===== src/sv/ttup_pkg.sv =====
// shared types and constants of the text to unsigned parser
`timescale 1ns / 1ps

package ttup_pkg;

    // default widths of the result fields
    localparam int VALUE_BITS_DEF  = 32;
    localparam int OFFSET_BITS_DEF = 16;

    // fixed field widths
    localparam int CHAR_BITS  = 8;
    localparam int BASE_BITS  = 6;
    localparam int DIGIT_BITS = 6;

    // configuration port
    localparam int APB_ADDR_BITS = 3;
    localparam int APB_DATA_BITS = 32;
    localparam logic [APB_ADDR_BITS-1:0] REG_NUMBER_BASE = 3'd0;

    // entries of the queue between front and back
    localparam int QUEUE_DEPTH = 2;

    // characters with a meaning of their own
    localparam logic [CHAR_BITS-1:0] CH_SPACE = 8'h20;
    localparam logic [CHAR_BITS-1:0] CH_TAB   = 8'h09;
    localparam logic [CHAR_BITS-1:0] CH_ZERO  = 8'h30;
    localparam logic [CHAR_BITS-1:0] CH_NINE  = 8'h39;
    localparam logic [CHAR_BITS-1:0] CH_LO_A  = 8'h61;
    localparam logic [CHAR_BITS-1:0] CH_LO_Z  = 8'h7a;
    localparam logic [CHAR_BITS-1:0] CH_UP_A  = 8'h41;
    localparam logic [CHAR_BITS-1:0] CH_UP_Z  = 8'h5a;
    localparam logic [CHAR_BITS-1:0] CH_LO_X  = 8'h78;
    localparam logic [CHAR_BITS-1:0] CH_UP_X  = 8'h58;

    // bases that the prefix logic picks
    localparam logic [BASE_BITS-1:0] BASE_AUTO = 6'd0;
    localparam logic [BASE_BITS-1:0] BASE_OCT  = 6'd8;
    localparam logic [BASE_BITS-1:0] BASE_DEC  = 6'd10;
    localparam logic [BASE_BITS-1:0] BASE_HEX  = 6'd16;

    // one classified character on its way from front to back
    typedef struct packed {
        logic [DIGIT_BITS-1:0] digit;    // digit value when alnum
        logic                  alnum;
        logic                  space;    // space or tab
        logic                  zero;
        logic                  xchar;    // x or X
        logic                  begins;
        logic [BASE_BITS-1:0]  base;     // register value seen with the word
    } t_token;

endpackage


===== src/sv/ttup_queue.sv =====
// short token queue between front and back
`timescale 1ns / 1ps

module ttup_queue import ttup_pkg::*; (
    input  logic   i_clk,
    input  logic   i_rst_n,
    input  logic   i_push_valid,
    input  t_token i_push_token,
    output logic   o_push_ready,
    output logic   o_pop_valid,
    output t_token o_pop_token,
    input  logic   i_pop_ready
);

    localparam int PTR_BITS = $clog2(QUEUE_DEPTH);
    localparam int CNT_BITS = $clog2(QUEUE_DEPTH + 1);

    t_token              r_mem [QUEUE_DEPTH];
    logic [PTR_BITS-1:0] r_wr, n_wr;
    logic [PTR_BITS-1:0] r_rd, n_rd;
    logic [CNT_BITS-1:0] r_cnt, n_cnt;
    logic                w_push, w_pop;

    assign o_push_ready = (r_cnt != CNT_BITS'(QUEUE_DEPTH));
    assign o_pop_valid  = (r_cnt != '0);
    assign o_pop_token  = r_mem[r_rd];
    assign w_push       = i_push_valid && o_push_ready;
    assign w_pop        = o_pop_valid && i_pop_ready;

    // pointer and fill count update
    always_comb begin
        n_wr  = r_wr;
        n_rd  = r_rd;
        n_cnt = r_cnt;
        if (w_push) begin
            n_wr = (r_wr == PTR_BITS'(QUEUE_DEPTH - 1)) ? '0 : r_wr + 1'b1;
        end
        if (w_pop) begin
            n_rd = (r_rd == PTR_BITS'(QUEUE_DEPTH - 1)) ? '0 : r_rd + 1'b1;
        end
        if (w_push && !w_pop) begin
            n_cnt = r_cnt + 1'b1;
        end else if (w_pop && !w_push) begin
            n_cnt = r_cnt - 1'b1;
        end
    end

    always_ff @(posedge i_clk) begin
        if (!i_rst_n) begin
            r_wr  <= '0;
            r_rd  <= '0;
            r_cnt <= '0;
        end else begin
            r_wr  <= n_wr;
            r_rd  <= n_rd;
            r_cnt <= n_cnt;
        end
    end

    // token storage
    always_ff @(posedge i_clk) begin
        if (w_push) begin
            r_mem[r_wr] <= i_push_token;
        end
    end

endmodule


===== config.mk =====
export PLATFORM = sky130hd
export DESIGN_NAME = ttup_queue
export DESIGN_NICKNAME = d
export VERILOG_FILES = /design/src/sv/ttup_pkg.sv /design/src/sv/ttup_queue.sv
export SDC_FILE = /design/constraint.sdc
export NUM_CORES = 1
export LEC_CHECK = 0
export BUFFER_PORTS_ARGS = -buffer_cell sky130_fd_sc_hd__buf_2
export CORE_MARGIN = 8
export CORE_UTILIZATION = 30
export DETAILED_ROUTE_END_ITERATION = 12
export PLACE_DENSITY = 0.6
export SYNTH_ARGS = -nofsm -noshare
export SYNTH_HDL_FRONTEND = slang
export SYNTH_SLANG_ARGS = --single-unit

===== constraint.sdc =====
create_clock -name i_clk -period 2.9 [get_ports i_clk]
set_input_delay 0.29 -clock i_clk [delete_from_list [all_inputs] [get_ports i_clk]]
set_output_delay 0.29 -clock i_clk [all_outputs]
set_load 0.1 [all_outputs]

==> flow_summary.ini, run 1 <==
[clocking]
post_cts_buffers = 0
cts_tree = done
clk_latency_ns = 0.28
cts.sinks = 39
ctsResizeCount = 0
h-tree-depth = 2
clock_path_buffers = 2
cts_buffers = 5
cts_root_buffer = clkbuf_8
cts_hold_buf = 0
clk_pin_slew_ns = 0.07

[timing]
worst_pin_slew_ns = 0.847
finalCritPeriodShare_pct = 72.5
rsz0062_at_grt = false
worst_hold_slack_ns = 0.188
max_freq_mhz = 476
fin_tns_setup_ns = 0
layout_min_cycle_time_ns = 2.10
finClkSkew_ns = 0.00420
setup_viol = 0
hold_violations = 0
slew_viol_final = 0
slew_headroom_pct = 43.5

[cells_and_area]
antenna_cells = 0
num-nets-final = 143
design_area_um2 = 1820
fin_cells = 189
drive_gt1_share_pct = 54.9
area_growth_pct = 23.9

[grt]
grt_start_max_net_pins = 18
grt_overflow = 0
antenna_found_initial = 0
grt_pass1_vias = 882
grt_usage_pct = 7.66
grt_pass1_wl_um = 4160

[die]
die_y_um = 85.9
core_area_um2 = 4720
die_area_um2 = 7390
initial_core_util_pct = 31.1
num_rows = 25
boundaryPins = 40
die_w_um = 85.9

[setup_path]
r2r_slack_ns = 1.19
r2r_start = r_cnt[0]
critPathKind = reg2out
crit_fanout = 17
required_ns = 2.61
crit_path_end_kind = output pin
timing.rr.end = r_mem[1][7]
r2r_cells = 2
start_kind = register
cp.arrival_ns = 1.81

[detailed_routing]
drtIter0Drc = 46
dr_total_vias = 804
dr.pass1.iters = 4
avgRoutedWirePerCell_um = 14.6
routed_wl_um = 2760
vias_per_cell = 4.25
drc_errors = 0
ant_nets = 0

[synth]
syn_inst = 77
synth.ff_latch_count = 39
yosysUniqueCellTypes = 20
netlist_area_um2 = 1470
syn_nets = 99
synth.avg_cell_area_um2 = 19.1
yosysSeqAreaShare_pct = 76.4
synth_warnings = 0

[worst_hold_path]
min-delay-start = i_push_token[4]
min_path_cells = 1
min_to = r_mem[1][4]
hold_path_class = in2reg

[placed_design]
dp_hpwl_um = 1940
place_inst = 181
placed_cell_area_um2 = 1730
port_buffers = 39
place_congestion = 0.628

[outcome]
outcome = completed

[run]
cap_viol_max_count = 0
[flip-flops by register name, summed over array words and instances, names as in the netlist, named ones only]
signal and flops:
r_rd 1, r_mem 34, r_wr 1, r_cnt 2
[layout by cell type (no fill, tap or decap)]
cell type	count
clkinv_2	3
a21boi_0	1
edfxtp_1	34
or2_2	1
mux2_2	17
xor2_1	1
xnor2_1	2
and2_1	4
dfxtp_1	5
and3_1	1
o21ai_1	1
ha_1	1
a21bo_2	1
nand2b_4	1
or3_1	1
o21ai_0	1
buf_2	39
inv_1	1
a21boi_1	1
clkbuf_8	5
nand3b_1	1
[final cells by class]
type | instances | area (um2)
clock buffer | 5 | 68.8
clock inverter | 3 | 15.0
fill | 453 | 2910
inverter | 1 | 3.75
multi-input combinational | 35 | 330
sequential | 39 | 1120
tap | 67 | 83.8
timing repair buffer | 39 | 195
[cell usage after synthesis]
cell type,number,share of area [%]
and2_1,4,1.7
and3_1,1,0.43
mux2_2,17,13
nand2b_4,1,0.94
or3_1,1,0.43
a21boi_0,1,0.51
o21ai_1,1,0.34
xnor2_1,2,1.2
edfxtp_1,34,70
xor2_1,1,0.60
buf_4,1,0.51
or2_2,1,0.43
a21bo_2,1,0.68
buf_2,1,0.34
inv_1,1,0.26
o21ai_0,1,0.34
ha_1,1,0.85
nand3b_1,1,0.51
a21boi_1,1,0.51
dfxtp_1,5,6.8
[worst max-delay path, cell delays in order, from the launching register on]
cell and delay, ns:
dfxtp_1 0.81, mux2_2 0.29, buf_2 0.42
[stage by stage]
step | setup slack (ns) | util, %
floorplan | 1.18 | -
global placement | 1.08 | 36.7
detailed placement | 1.03 | 36.7
CTS | 0.717 | 38.5
global route | 0.653 | 38.5
finish | 0.797 | 38.5
[cell families after synthesis]
logic type / share of synthesized area, %
flops: 76.4
mux: 13.0
simple gates: 4.43
compound gates: 2.39
xor+xnor: 1.79
buf+inv: 1.11
fa+ha+maj: 0.852
[layer usage]
metal / vias to the layer above / part of all wire [%] / GRT usage [%] / routed length (um)
li1: 380 / - / - / -
met1: 391 / 37 / 7.48 / 1030
met2: 27 / 53 / 13.2 / 1460
met3: 6 / 8.1 / 4.01 / 223
met4: 0 / 1.5 / 3.34 / 40
met5: - / 0 / 0 / 0
[worst max path at each step]
stage | cells past startpoint | from | slack, ns | to
2_1_floorplan | 5 | r_cnt[0] | 1.18 | r_cnt[1]
4_1_cts | 2 | register | 0.72 | o_pop_token[1]
5_1_grt | 2 | register | 0.65 | o_pop_token[1]
3_3_place_gp | 2 | register | 1.08 | o_pop_token[6]
3_5_place_dp | 2 | register | 1.03 | o_pop_token[16]
6_report | 2 | register | 0.80 | o_pop_token[16]
Power of run 1 is left out: the tool's default activity adds up to more than one toggle a clock period on the data nets, which glitch-free logic cannot reach.
==> inputs of run 2 (changes only) <==
--- a/config.mk
+++ b/config.mk
@@ -9,7 +9,7 @@
 export CORE_MARGIN = 8
 export CORE_UTILIZATION = 30
 export DETAILED_ROUTE_END_ITERATION = 12
-export PLACE_DENSITY = 0.6
+export PLACE_DENSITY = 0.61
 export SYNTH_ARGS = -nofsm -noshare
 export SYNTH_HDL_FRONTEND = slang
 export SYNTH_SLANG_ARGS = --single-unit
==> constraint.sdc (replaced) <==
create_clock -name i_clk -period 1.9 [get_ports i_clk]
set_input_delay 0.19 -clock i_clk [delete_from_list [all_inputs] [get_ports i_clk]]
set_output_delay 0.19 -clock i_clk [all_outputs]
set_load 0.1 [all_outputs]
==> flow_summary.ini, run 2 (synthesis gave the netlist of run 1 again) <==
[clocking]
clk_pin_slew_ns = 0.08
ctsResizeCount = 0
cts_root_buffer = clkbuf_8
cts_buffers = 5
h-tree-depth = 2
post_cts_buffers = 0
cts.sinks = 39
cts_tree = done
cts_hold_buf = 0
clk_latency_ns = 0.28
clock_path_buffers = 2

[detailed_routing]
routed_wl_um = 2790
drtIter0Drc = 50
dr_total_vias = 793
drc_errors = 0
vias_per_cell = 4.13
avgRoutedWirePerCell_um = 14.5
ant_nets = 0
dr.pass1.iters = 4

[setup_path]
critPathKind = reg2out
required_ns = 1.71
start_kind = register
crit_fanout = 11
cp_common_cell = buf_12
cp.arrival_ns = 1.56
crit_chain = buf_12, mux2_2, buf_12
crit_path_end_kind = output pin
crit_path_top_delay_cell = dfxtp_1
max_stage_delay_ns = 0.55

[cells_and_area]
reg_top3 = r_mem: 34 flops, r_cnt: 2 flops
fin_cells = 192
final_common_cell = edfxtp_1
antenna_cells = 0
layout_common_cells = edfxtp_1 (34), buf_2 (22), buf_12 (19)
top_register = r_mem
largest_reg_flops = 34
fin_util_pct = 45.4
num-nets-final = 146
area_growth_pct = 46.1
design_area_um2 = 2140
drive_gt1_share_pct = 55.2

[placed_design]
placed_cell_area_um2 = 2040
dp_hpwl_um = 2100
port_buffers = 39
place_congestion = 0.667
place_inst = 184

[grt]
antenna_found_initial = 0
grt_pass1_wl_um = 4640
grt_overflow = 0
grt_usage_pct = 8.28
grt_pass1_vias = 943
grt_start_max_net_pins = 13

[outcome]
outcome = completed

[worst_hold_path]
hold_path_class = in2reg

[die]
core_area_um2 = 4720
die_w_um = 85.9
boundaryPins = 40
initial_core_util_pct = 31.1
num_rows = 25
die_y_um = 85.9
die_area_um2 = 7390

[timing]
layout_min_cycle_time_ns = 1.75
setup_viol = 0
max_freq_mhz = 570
finClkSkew_ns = 0.00434
slew_headroom_pct = 67.7
rsz0062_at_grt = false
finalCritPeriodShare_pct = 92.3
slew_viol_final = 0
worst_pin_slew_ns = 0.487
hold_violations = 0
fin_tns_setup_ns = 0

[run]
cap_viol_max_count = 0

[power]
ir_drop_v = 0.00113
leakage_nw = 0.808
p_total_mw = 3.83
power_density_nw_per_um2 = 1790
run 2: critical path, delay by kind of cell (launching register included):
kind | cells | cell delay [ns]
multiplexers | 1 | 0.37
buffers and inverters | 2 | 0.36
flip-flops | 1 | 0.55
run 2: final timing paths:
kind / startpoint / end / slack [ns] / depth (start not counted)
min reg2reg: r_cnt[1] / r_cnt[1] / 0.58 / 2
max: register / o_pop_token[8] / 0.15 / 3
max reg2reg: r_cnt[0] / r_cnt[1] / 0.30 / 5
min: i_push_token[15] / r_mem[0][15] / 0.09 / 1
run 2: per-layer routing:
metal | track usage (%) | wire (um) | share of wire (%) | vias to the layer above
li1 | - | - | - | 386
met1 | 8.97 | 1140 | 41 | 367
met2 | 13.2 | 1350 | 48 | 34
met3 | 4.68 | 275 | 9.8 | 6
met4 | 2.87 | 35 | 1.3 | 0
met5 | 0 | 0 | 0 | -
run 2: per-stage QoR:
stage / hold slack [ns] / worst slack (ns)
floorplan: 0.289 / 0.180
global placement: 0.380 / 0.400
detailed placement: 0.384 / 0.318
CTS: 0.0796 / 0.100
global route: 0.0769 / 0.0695
finish: 0.0906 / 0.146
run 2: final cells by class:
class                      count  area (um2)
multi-input combinational     35         330
clock buffer                   5        68.8
fill                         434        2580
sequential                    39        1120
inverter                       1        3.75
clock inverter                 3        38.8
timing repair buffer          42         498
tap                           67        83.8
run 2: power breakdown:
group	switching (mW)	internal, mW
Sequential	0.0736	1.08
Clock	0.274	0.384
Combinational	1.31	0.716
Note: power is estimated with default switching activity, not from simulation.
