<file path="config.mk">
export PLATFORM = sky130hd
export DESIGN_NAME = ttup_back_flat
export DESIGN_NICKNAME = d
export VERILOG_FILES = /design/src/sv/ttup_pkg.sv /design/src/sv/ttup_if.sv /design/src/sv/ttup_back.sv /design/src/flat_wrapper.sv
export SDC_FILE = /design/constraint.sdc
export NUM_CORES = 1
export LEC_CHECK = 0
export ABC_AREA = 1
export BUFFER_PORTS_ARGS = -buffer_cell sky130_fd_sc_hd__buf_2
export CAP_MARGIN = 40
export CORE_UTILIZATION = 45
export DETAILED_ROUTE_END_ITERATION = 12
export PLACE_DENSITY = 0.64
export SYNTH_ARGS = -nofsm -noshare
export SYNTH_HDL_FRONTEND = slang
export SYNTH_SLANG_ARGS = --single-unit
export TNS_END_PERCENT = 5
</file>
<file path="constraint.sdc">
create_clock -name i_clk -period 12.79 [get_ports i_clk]
set_input_delay 1.9185 -clock i_clk [delete_from_list [all_inputs] [get_ports i_clk]]
set_output_delay 1.9185 -clock i_clk [all_outputs]
set_load 0.005 [all_outputs]
</file>
<file path="src/sv/ttup_pkg.sv">
// shared types and constants of the text to unsigned parser
`timescale 1ns / 1ps

package ttup_pkg;

    // default widths of the result fields
    localparam int VALUE_BITS_DEF  = 32;
    localparam int OFFSET_BITS_DEF = 16;

    // fixed field widths
    localparam int CHAR_BITS  = 8;
    localparam int BASE_BITS  = 6;
    localparam int DIGIT_BITS = 6;

    // configuration port
    localparam int APB_ADDR_BITS = 3;
    localparam int APB_DATA_BITS = 32;
    localparam logic [APB_ADDR_BITS-1:0] REG_NUMBER_BASE = 3'd0;

    // entries of the queue between front and back
    localparam int QUEUE_DEPTH = 2;

    // characters with a meaning of their own
    localparam logic [CHAR_BITS-1:0] CH_SPACE = 8'h20;
    localparam logic [CHAR_BITS-1:0] CH_TAB   = 8'h09;
    localparam logic [CHAR_BITS-1:0] CH_ZERO  = 8'h30;
    localparam logic [CHAR_BITS-1:0] CH_NINE  = 8'h39;
    localparam logic [CHAR_BITS-1:0] CH_LO_A  = 8'h61;
    localparam logic [CHAR_BITS-1:0] CH_LO_Z  = 8'h7a;
    localparam logic [CHAR_BITS-1:0] CH_UP_A  = 8'h41;
    localparam logic [CHAR_BITS-1:0] CH_UP_Z  = 8'h5a;
    localparam logic [CHAR_BITS-1:0] CH_LO_X  = 8'h78;
    localparam logic [CHAR_BITS-1:0] CH_UP_X  = 8'h58;

    // bases that the prefix logic picks
    localparam logic [BASE_BITS-1:0] BASE_AUTO = 6'd0;
    localparam logic [BASE_BITS-1:0] BASE_OCT  = 6'd8;
    localparam logic [BASE_BITS-1:0] BASE_DEC  = 6'd10;
    localparam logic [BASE_BITS-1:0] BASE_HEX  = 6'd16;

    // one classified character on its way from front to back
    typedef struct packed {
        logic [DIGIT_BITS-1:0] digit;    // digit value when alnum
        logic                  alnum;
        logic                  space;    // space or tab
        logic                  zero;
        logic                  xchar;    // x or X
        logic                  begins;
        logic [BASE_BITS-1:0]  base;     // register value seen with the word
    } t_token;

endpackage

</file>
<file path="src/sv/ttup_if.sv">


interface ttup_result_if import ttup_pkg::*; #(
    parameter int VALUE_BITS  = VALUE_BITS_DEF,
    parameter int OFFSET_BITS = OFFSET_BITS_DEF
);
    logic                   valid;
    logic                   ready;
    logic [VALUE_BITS-1:0]  parsed_value;
    logic [OFFSET_BITS-1:0] stop_offset;

    modport source (output valid, parsed_value, stop_offset, input ready);
    modport sink   (input valid, parsed_value, stop_offset, output ready);
endinterface

</file>
<file path="src/sv/ttup_back.sv">
// back end: parse sequencer, accumulator and result register
`timescale 1ns / 1ps

module ttup_back import ttup_pkg::*; #(
    parameter int VALUE_BITS  = VALUE_BITS_DEF,
    parameter int OFFSET_BITS = OFFSET_BITS_DEF
) (
    input  logic          i_clk,
    input  logic          i_rst_n,
    input  logic          i_pop_valid,
    input  t_token        i_pop_token,
    output logic          o_pop_ready,
    ttup_result_if.source o_out
);

    localparam logic [1:0] PH_DONE   = 2'd0;
    localparam logic [1:0] PH_SKIP   = 2'd1;
    localparam logic [1:0] PH_ZERO   = 2'd2;
    localparam logic [1:0] PH_DIGITS = 2'd3;
    localparam int         PROD_BITS = VALUE_BITS + BASE_BITS;

    logic [1:0]             r_phase, n_phase;
    logic [BASE_BITS-1:0]   r_base, n_base;
    logic [VALUE_BITS-1:0]  r_acc, n_acc;
    logic [OFFSET_BITS-1:0] r_pos, n_pos;
    logic                   r_out_valid;
    logic [VALUE_BITS-1:0]  r_out_value;
    logic [OFFSET_BITS-1:0] r_out_offset;

    logic [1:0]             w_phase;
    logic [BASE_BITS-1:0]   w_base;
    logic [BASE_BITS-1:0]   w_dbase;
    logic [VALUE_BITS-1:0]  w_acc;
    logic [OFFSET_BITS-1:0] w_pos;
    logic [OFFSET_BITS-1:0] w_pos_inc;
    logic [PROD_BITS-1:0]   w_prod;
    logic [BASE_BITS:0]     w_dval;
    logic                   w_take;
    logic                   w_use_digit;
    logic                   w_result;

    // a word moves on when the result register is free or being drained
    assign o_pop_ready = !r_out_valid || o_out.ready;
    assign w_take      = i_pop_valid && o_pop_ready;

    // state as seen after a start of text
    assign w_phase = i_pop_token.begins ? PH_SKIP : r_phase;
    assign w_base  = i_pop_token.begins ? i_pop_token.base : r_base;
    assign w_acc   = i_pop_token.begins ? '0 : r_acc;
    assign w_pos   = i_pop_token.begins ? '0 : r_pos;

    // saturating position step
    assign w_pos_inc = (&w_pos) ? w_pos : w_pos + 1'b1;

    // non-alphanumeric reads as a digit above every base
    assign w_dval = i_pop_token.alnum ? {1'b0, i_pop_token.digit}
                                      : {1'b1, {BASE_BITS{1'b0}}};

    // base in force for a digit, with auto mode resolved
    always_comb begin
        w_dbase = w_base;
        if (w_base == BASE_AUTO) begin
            w_dbase = (w_phase == PH_ZERO) ? BASE_OCT : BASE_DEC;
        end
    end

    // multiply-accumulate
    assign w_prod = {{BASE_BITS{1'b0}}, w_acc} * {{VALUE_BITS{1'b0}}, w_dbase};

    // parse sequencer
    always_comb begin
        n_phase     = r_phase;
        n_base      = r_base;
        n_acc       = r_acc;
        n_pos       = r_pos;
        w_use_digit = 1'b0;
        w_result    = 1'b0;
        if (w_take) begin
            n_phase = w_phase;
            n_base  = w_base;
            n_acc   = w_acc;
            n_pos   = w_pos;
            unique case (w_phase)
                PH_SKIP: begin
                    if (i_pop_token.space) begin
                        n_pos = w_pos_inc;
                    end else if (i_pop_token.zero &&
                                 (w_base == BASE_AUTO || w_base == BASE_HEX)) begin
                        n_pos   = w_pos_inc;
                        n_phase = PH_ZERO;
                    end else begin
                        n_base      = w_dbase;
                        w_use_digit = 1'b1;
                    end
                end
                PH_ZERO: begin
                    if (i_pop_token.xchar) begin
                        n_base  = BASE_HEX;
                        n_pos   = w_pos_inc;
                        n_phase = PH_DIGITS;
                    end else begin
                        n_base      = w_dbase;
                        w_use_digit = 1'b1;
                    end
                end
                PH_DIGITS: begin
                    w_use_digit = 1'b1;
                end
                default: begin
                    n_phase = PH_DONE;
                end
            endcase
            if (w_use_digit) begin
                if (w_dval >= {1'b0, w_dbase}) begin
                    w_result = 1'b1;
                    n_phase  = PH_DONE;
                end else begin
                    n_acc   = w_prod[VALUE_BITS-1:0]
                            + {{(VALUE_BITS-DIGIT_BITS){1'b0}}, i_pop_token.digit};
                    n_pos   = w_pos_inc;
                    n_phase = PH_DIGITS;
                end
            end
        end
    end

    always_ff @(posedge i_clk) begin
        if (!i_rst_n) begin
            r_phase <= PH_DONE;
            r_base  <= '0;
            r_acc   <= '0;
            r_pos   <= '0;
        end else begin
            r_phase <= n_phase;
            r_base  <= n_base;
            r_acc   <= n_acc;
            r_pos   <= n_pos;
        end
    end

    // result register
    always_ff @(posedge i_clk) begin
        if (!i_rst_n) begin
            r_out_valid <= 1'b0;
        end else if (w_result) begin
            r_out_valid <= 1'b1;
        end else if (o_out.ready) begin
            r_out_valid <= 1'b0;
        end
    end

    always_ff @(posedge i_clk) begin
        if (w_result) begin
            r_out_value  <= w_acc;
            r_out_offset <= w_pos;
        end
    end

    assign o_out.valid        = r_out_valid;
    assign o_out.parsed_value = r_out_value;
    assign o_out.stop_offset  = r_out_offset;

`ifndef ASSERT_OFF
    // a result always ends the parse
    a_result_done: assert property (@(posedge i_clk) disable iff (!i_rst_n)
        w_result |=> (r_phase == PH_DONE))
        else $error("parse still running after a result");

    // a word while done and without start leaves the accumulator alone
    a_done_holds: assert property (@(posedge i_clk) disable iff (!i_rst_n)
        (w_take && r_phase == PH_DONE && !i_pop_token.begins)
        |=> ($stable(r_acc) && $stable(r_pos)))
        else $error("state changed after end of parse");

    // within a text the position never goes back
    a_pos_monotone: assert property (@(posedge i_clk) disable iff (!i_rst_n)
        (w_take && !i_pop_token.begins) |=> (r_pos >= $past(r_pos)))
        else $error("position went backward");

    // no result is issued over a pending one that is not drained
    a_no_overwrite: assert property (@(posedge i_clk) disable iff (!i_rst_n)
        (r_out_valid && !o_out.ready) |-> !w_result)
        else $error("pending result overwritten");
`endif

endmodule

</file>
<file path="src/flat_wrapper.sv">
// flat-port wrapper written by rule: the top's interface ports become plain ports
module ttup_back_flat import ttup_pkg::*;
#(
    parameter int VALUE_BITS  = VALUE_BITS_DEF,
    parameter int OFFSET_BITS = OFFSET_BITS_DEF
)
  (i_clk, i_rst_n, i_pop_valid, i_pop_token, o_pop_ready, o_out_valid, o_out_parsed_value, o_out_stop_offset, o_out_ready);
  ttup_result_if #(.VALUE_BITS(VALUE_BITS), .OFFSET_BITS(OFFSET_BITS)) o_out_i ();
  input  logic i_clk;
  input  logic i_rst_n;
  input  logic i_pop_valid;
  input  t_token i_pop_token;
  output logic o_pop_ready;
  output wire logic [$bits(o_out_i.valid)-1:0] o_out_valid;
  output wire logic [$bits(o_out_i.parsed_value)-1:0] o_out_parsed_value;
  output wire logic [$bits(o_out_i.stop_offset)-1:0] o_out_stop_offset;
  input wire logic [$bits(o_out_i.ready)-1:0] o_out_ready;
  assign o_out_valid = o_out_i.valid;
  assign o_out_parsed_value = o_out_i.parsed_value;
  assign o_out_stop_offset = o_out_i.stop_offset;
  assign o_out_i.ready = o_out_ready;
  ttup_back #(.VALUE_BITS(VALUE_BITS), .OFFSET_BITS(OFFSET_BITS)) u_core (.i_clk(i_clk), .i_rst_n(i_rst_n), .i_pop_valid(i_pop_valid), .i_pop_token(i_pop_token), .o_pop_ready(o_pop_ready), .o_out(o_out_i));
endmodule
</file>
==> metrics, run 1 <==
met2 usage=0.4028; Warnings, synthesis=0; synthesized area=0.01093 sq mm; critical path data arrival time=8.19 ns; num rows=56; Setup CP Type=input pin to flop; gr ovfl total=0; register area=0.002582 sq mm; most common cell after layout, fill and taps aside=nand2_1; crit share post-route=0.6176; syn_nets=1633; DRT antenna net count=0; max_slew headroom=0.3889; Yosys reg bits=105; setup bufs post-CTS=0; largest net degree at the start of global routing=83; root buf cell=clkbuf_16; outcome=finished, final reports clean; CTS buffer count=9; Pwr Total=0.8720 mW; worst skew pair latency=0.37 ns; die area=0.02491 sq mm; Post-Syn Instances=1426; Slowest-stage cell, CP=fa_1; gr usage total=0.2482; drt drc=0; f_max=0.1266 GHz; max-slew violations=0; footprint of the multi-input gates=0.007452 sq mm; Logic pwr share=0.191; Netlist cell types=49; Reg clk slew, reported paths=0.08 ns; core region area=0.02361 sq mm; CP max stage delay=0.53 ns; TritonRoute pass-1 iters=5; Final setup viols=0; Worst setup EP type=flop; setup TNS=0 ns; Seq pwr share=0.428; met1 Resource Use GR=0.3445; biggest area consumer among synthesized cells=fa_1; # placed instances=1775; Main synth FF type=dfxtp_1; Final GP Congestion=0.8978; TritonCTS clock tree=yes; Max Cap Viol=0; Area Overhead vs Synth=8.988%; initial antenna violation count=0; GR Util met3=0.03258; vias after detailed routing=9578; minimum clock period=7.900 ns; asr flop ratio synth=0; Post-layout nets=1674; final WL=29070 um; post-synthesis sequential area ratio=0.2363; Worst VDD drop=0.05451 mV; Hold Crit Class=flop to flop; Syn Area/Cell=7.663 sq um; Starting Density=0.4628; # resized after CTS=0; Die H=157.8 um; Clock Power Share=0.382; Port Buffers=70; CP Max Fanout=38; Die X-Extent=157.8 um; Net Sw Frac=0.3181; CP required=13.08 ns; Sink Count=105; first-pass GRT wire length=48040 um; pwr dens=73.21 mW/mm^2; NetSw=0.2774 mW; H-Tree Depth=3; vias in the first global route=9288; number of flops mapped to enable cells by yosys=48; diodes inserted=0; unrepaired setup endpoints after global routing=no; drt first-iter violations=608; # fillers=2349; # hold bufs at CTS=0; Pleak=5.913 nW; P_int=0.5946 mW; commonest cells after routing, fill and taps aside=nand2_1 (285), nor2_1 (240), inv_1 (161); Least-Margin Pin Slew=0.9166 ns; Via density=5.348; Final Hold Viols=0; WL/cell=16.23 um; Longest Clk Path Bufs=2; dpl hpwl=21440 um; Critical Path Most Common Cell=nand2_1; fin cells=1791; layout cell share with drive strength beyond 1=0.08967; most used routing layer=met2; ranking of synthesized cells by area=fa_1 (21%), edfxtp_1 (13%), dfxtp_1 (10%); io pins=71; CP Launch Type=input pin; Setup Skew=0.01445 ns; proportion of netlist area held by the largest area contributor=0.2052
-- power groups by stage --
stage	combinational [mW]	sequential [mW]	clock, mW
floorplan	0.114	0.380	0
finish	0.166	0.373	0.333
global placement	0.159	0.381	0
global route	0.186	0.375	0.347
detailed placement	0.165	0.381	0
CTS	0.166	0.373	0.342
-- critical path: cells and delay by family --
family | cells | cell delay, ns
compound gates | 6 | 1.32
xor+xnor | 1 | 0.16
fa+ha+maj | 5 | 2.04
buf+inv | 9 | 1.49
simple gates | 9 | 1.23
-- per-layer routing --
metal / part of all wire / up-vias
met4: 0.016 / 0
met3: 0.053 / 40
met2: 0.46 / 278
met5: 0 / -
met1: 0.47 / 4596
li1: - / 4664
-- logic make-up (layout without fill, tap and decap cells) --
| family | Yosys count | after routing | synth area share |
|---|---|---|---|
| fa+ha+maj | 186 | 186 | 0.2899 |
| compound gates | 245 | 245 | 0.1219 |
| buf+inv | 223 | 269 | 0.08198 |
| xor+xnor | 42 | 42 | 0.03366 |
| simple gates | 625 | 625 | 0.2362 |
| flops | 105 | 105 | 0.2363 |
-- final cells by class --
cell class	instances	area share
clock buffers	9	0.01891
clock inverters	7	0.01019
inverters	169	0.05326
multi-input cells	1098	0.6257
flip-flops and latches	105	0.2168
well taps	319	0.03351
repair buffers	84	0.04160
-- path summary, 6_finish.rpt --
check	startpoint	end	slack [ns]	cells past startpoint
max reg2reg	u_core.r_base[4]	u_core.r_acc[26]	6.30	26
min reg2reg	u_core.r_acc[19]	u_core.r_acc[19]	0.47	2
max	i_pop_token[6]	u_core.r_acc[26]	4.89	30
min	u_core.r_acc[19]	u_core.r_acc[19]	0.47	2
-- through the flow --
| stage | hold WS, ns | util | worst slack, ns | instance area [sq um] |
|---|---|---|---|---|
| floorplan | 0.4453 | - | 5.325 | 10930 |
| global placement | 0.4515 | 0.4868 | 4.724 | 11490 |
| detailed placement | 0.4553 | 0.4897 | 4.530 | 11560 |
| CTS | 0.4676 | 0.5044 | 4.893 | 11910 |
| global route | 0.4820 | 0.5044 | 4.392 | 11910 |
| finish | 0.4676 | 0.5044 | 4.890 | 11910 |
-- flip-flops by register name, summed over array words and instances, names as in the netlist --
| register | flops |
|---|---|
| u_core.o_out.stop_offset | 16 |
| u_core.r_phase | 2 |
| u_core.r_acc | 32 |
| u_core.o_out.valid | 1 |
| u_core.r_pos | 16 |
| u_core.o_out.parsed_value | 32 |
| u_core.r_base | 6 |
-- synth_stat cells (8+ instances only) --
| master | number |
|---|---|
| nand2_1 | 286 |
| nor2_1 | 240 |
| inv_1 | 162 |
| a21oi_1 | 129 |
| fa_1 | 112 |
| ha_1 | 74 |
| o21ai_0 | 71 |
| dfxtp_1 | 57 |
| nand3_1 | 52 |
| edfxtp_1 | 48 |
| clkbuf_1 | 37 |
| xor2_1 | 29 |
| xnor2_1 | 13 |
| nand4_1 | 10 |
| nor3_1 | 9 |
| buf_2 | 8 |
(Power assumes the default switching activity.)
==> run 2, diff against run 1 <==
- clock period: 12.79 -> 7.8 ns (I/O delays scaled with it)
==> metrics, run 2 (synthesized netlist as in run 1, its figures left out) <==
outcome=finished, final reports clean; first-pass GRT wire length=47510 um; # hold bufs at CTS=0; Worst setup EP type=flop; Post-layout nets=1677; setup bufs post-CTS=0; critical path data arrival time=7.35 ns; max_slew headroom=0.4509; Final GP Congestion=0.9123; WL/cell=16.19 um; drt drc=0; num rows=56; crit share post-route=0.9115; minimum clock period=7.110 ns; dpl hpwl=21410 um; DRT antenna net count=0; gr ovfl total=0; worst skew pair latency=0.37 ns; CP Max Fanout=17; # fillers=2387; Reg clk slew, reported paths=0.08 ns; Pleak=5.898 nW; Area Overhead vs Synth=8.690%; Final setup viols=0; gr usage total=0.2438; setup TNS=0 ns; CP Launch Type=input pin; layout cell share with drive strength beyond 1=0.09153; R2R setup slack=1.40 ns; Hold Crit Class=flop to flop; H-Tree Depth=3; Die H=157.8 um; pwr dens=115.1 mW/mm^2; Worst VDD drop=0.1016 mV; Final Hold Viols=0; TritonRoute pass-1 iters=5; core region area=0.02361 sq mm; Setup Skew=0.01993 ns; diodes inserted=0; Sink Count=105; Starting Density=0.4628; final WL=29040 um; footprint of the multi-input gates=0.007452 sq mm; unrepaired setup endpoints after global routing=no; vias in the first global route=9095; final hold slack=0.4662 ns; f_max=0.1407 GHz; Least-Margin Pin Slew=0.8237 ns; Pwr Total=1.367 mW; TritonCTS clock tree=yes; Via density=5.338; die area=0.02491 sq mm; CTS buffer count=9; Setup CP Type=input pin to flop; most common cell after layout, fill and taps aside=nand2_1; root buf cell=clkbuf_16; CP required=8.04 ns; vias after detailed routing=9577; drt first-iter violations=647; io pins=71; initial antenna violation count=0; Die X-Extent=157.8 um; Longest Clk Path Bufs=2; # resized after CTS=0; register area=0.002582 sq mm; Final Util=0.5030; largest net degree at the start of global routing=78; Port Buffers=70; max-slew violations=0; commonest cells after routing, fill and taps aside=nand2_1 (285), nor2_1 (240), inv_1 (161); Max Cap Viol=0
==> run 2: changes by cell type in the layout (fill, tap and decap cells not counted) <==
cell / delta
buf_4: +4
buf_8: -1
bufinv_16: -2
clkinv_2: +1
clkinvlp_4: +1
==> run 2: path summary, 6_finish.rpt <==
check / from / end / cells past startpoint
worst max-delay path: i_pop_token[6] / u_core.r_acc[22] / 28
worst min-delay path: u_core.r_acc[6] / u_core.r_acc[6] / 2
worst max register to register: u_core.r_base[0] / u_core.r_acc[22] / 27
worst min register to register: u_core.r_acc[6] / u_core.r_acc[6] / 2
==> run 2: metrics by stage <==
stage / std cells / worst slack [ns] / cell area [sq um]
2_1_floorplan: 1426 / 1.084 / 10930
3_3_place_gp: 1775 / 0.7801 / 11520
3_5_place_dp: 1778 / 0.4640 / 11580
4_1_cts: 1794 / 0.7836 / 11880
5_1_grt: 1794 / 0.1925 / 11880
6_report: 1794 / 0.6902 / 11880
==> run 2: cell type report <==
class,count,share of cell area
multi-input cells,1098,0.6274
well taps,319,0.03360
flip-flops and latches,105,0.2174
repair buffers,87,0.04298
inverters,169,0.05341
clock buffers,9,0.01896
clock inverters,7,0.006215
==> run 2: per-layer routing <==
| layer | up-vias | global-route usage | part of all wire |
|---|---|---|---|
| met5 | - | 0 | 0 |
| li1 | 4670 | - | - |
| met1 | 4615 | 0.3467 | 0.48 |
| met2 | 273 | 0.3979 | 0.46 |
| met4 | 0 | 0.04669 | 0.0094 |
| met3 | 19 | 0.03039 | 0.054 |
==> run 2: critical path, cell delays in order <==
cell	delay, ns
buf_2	0.12
inv_2	0.19
buf_4	0.30
nand2_1	0.13
nand2_4	0.10
nand2_1	0.07
nor2_2	0.13
nand2_1	0.09
nand2_1	0.19
clkinv_1	0.52
nor2_1	0.25
ha_1	0.18
inv_1	0.06
fa_1	0.52
inv_1	0.06
fa_1	0.53
inv_1	0.05
fa_1	0.51
inv_1	0.05
ha_1	0.35
a21oi_1	0.16
a21boi_0	0.44
o21ai_0	0.32
a21oi_1	0.30
o21ai_0	0.15
xor2_1	0.15
o21ai_0	0.18
a21oi_1	0.09
==> run 2: report_power, final <==
part           internal [mW]  switching, mW  total (mW)  leakage (nW)
combinational         0.0837          0.190       0.273          4.88
clock                  0.227          0.256       0.483         0.144
sequential             0.599         0.0121       0.611         0.879
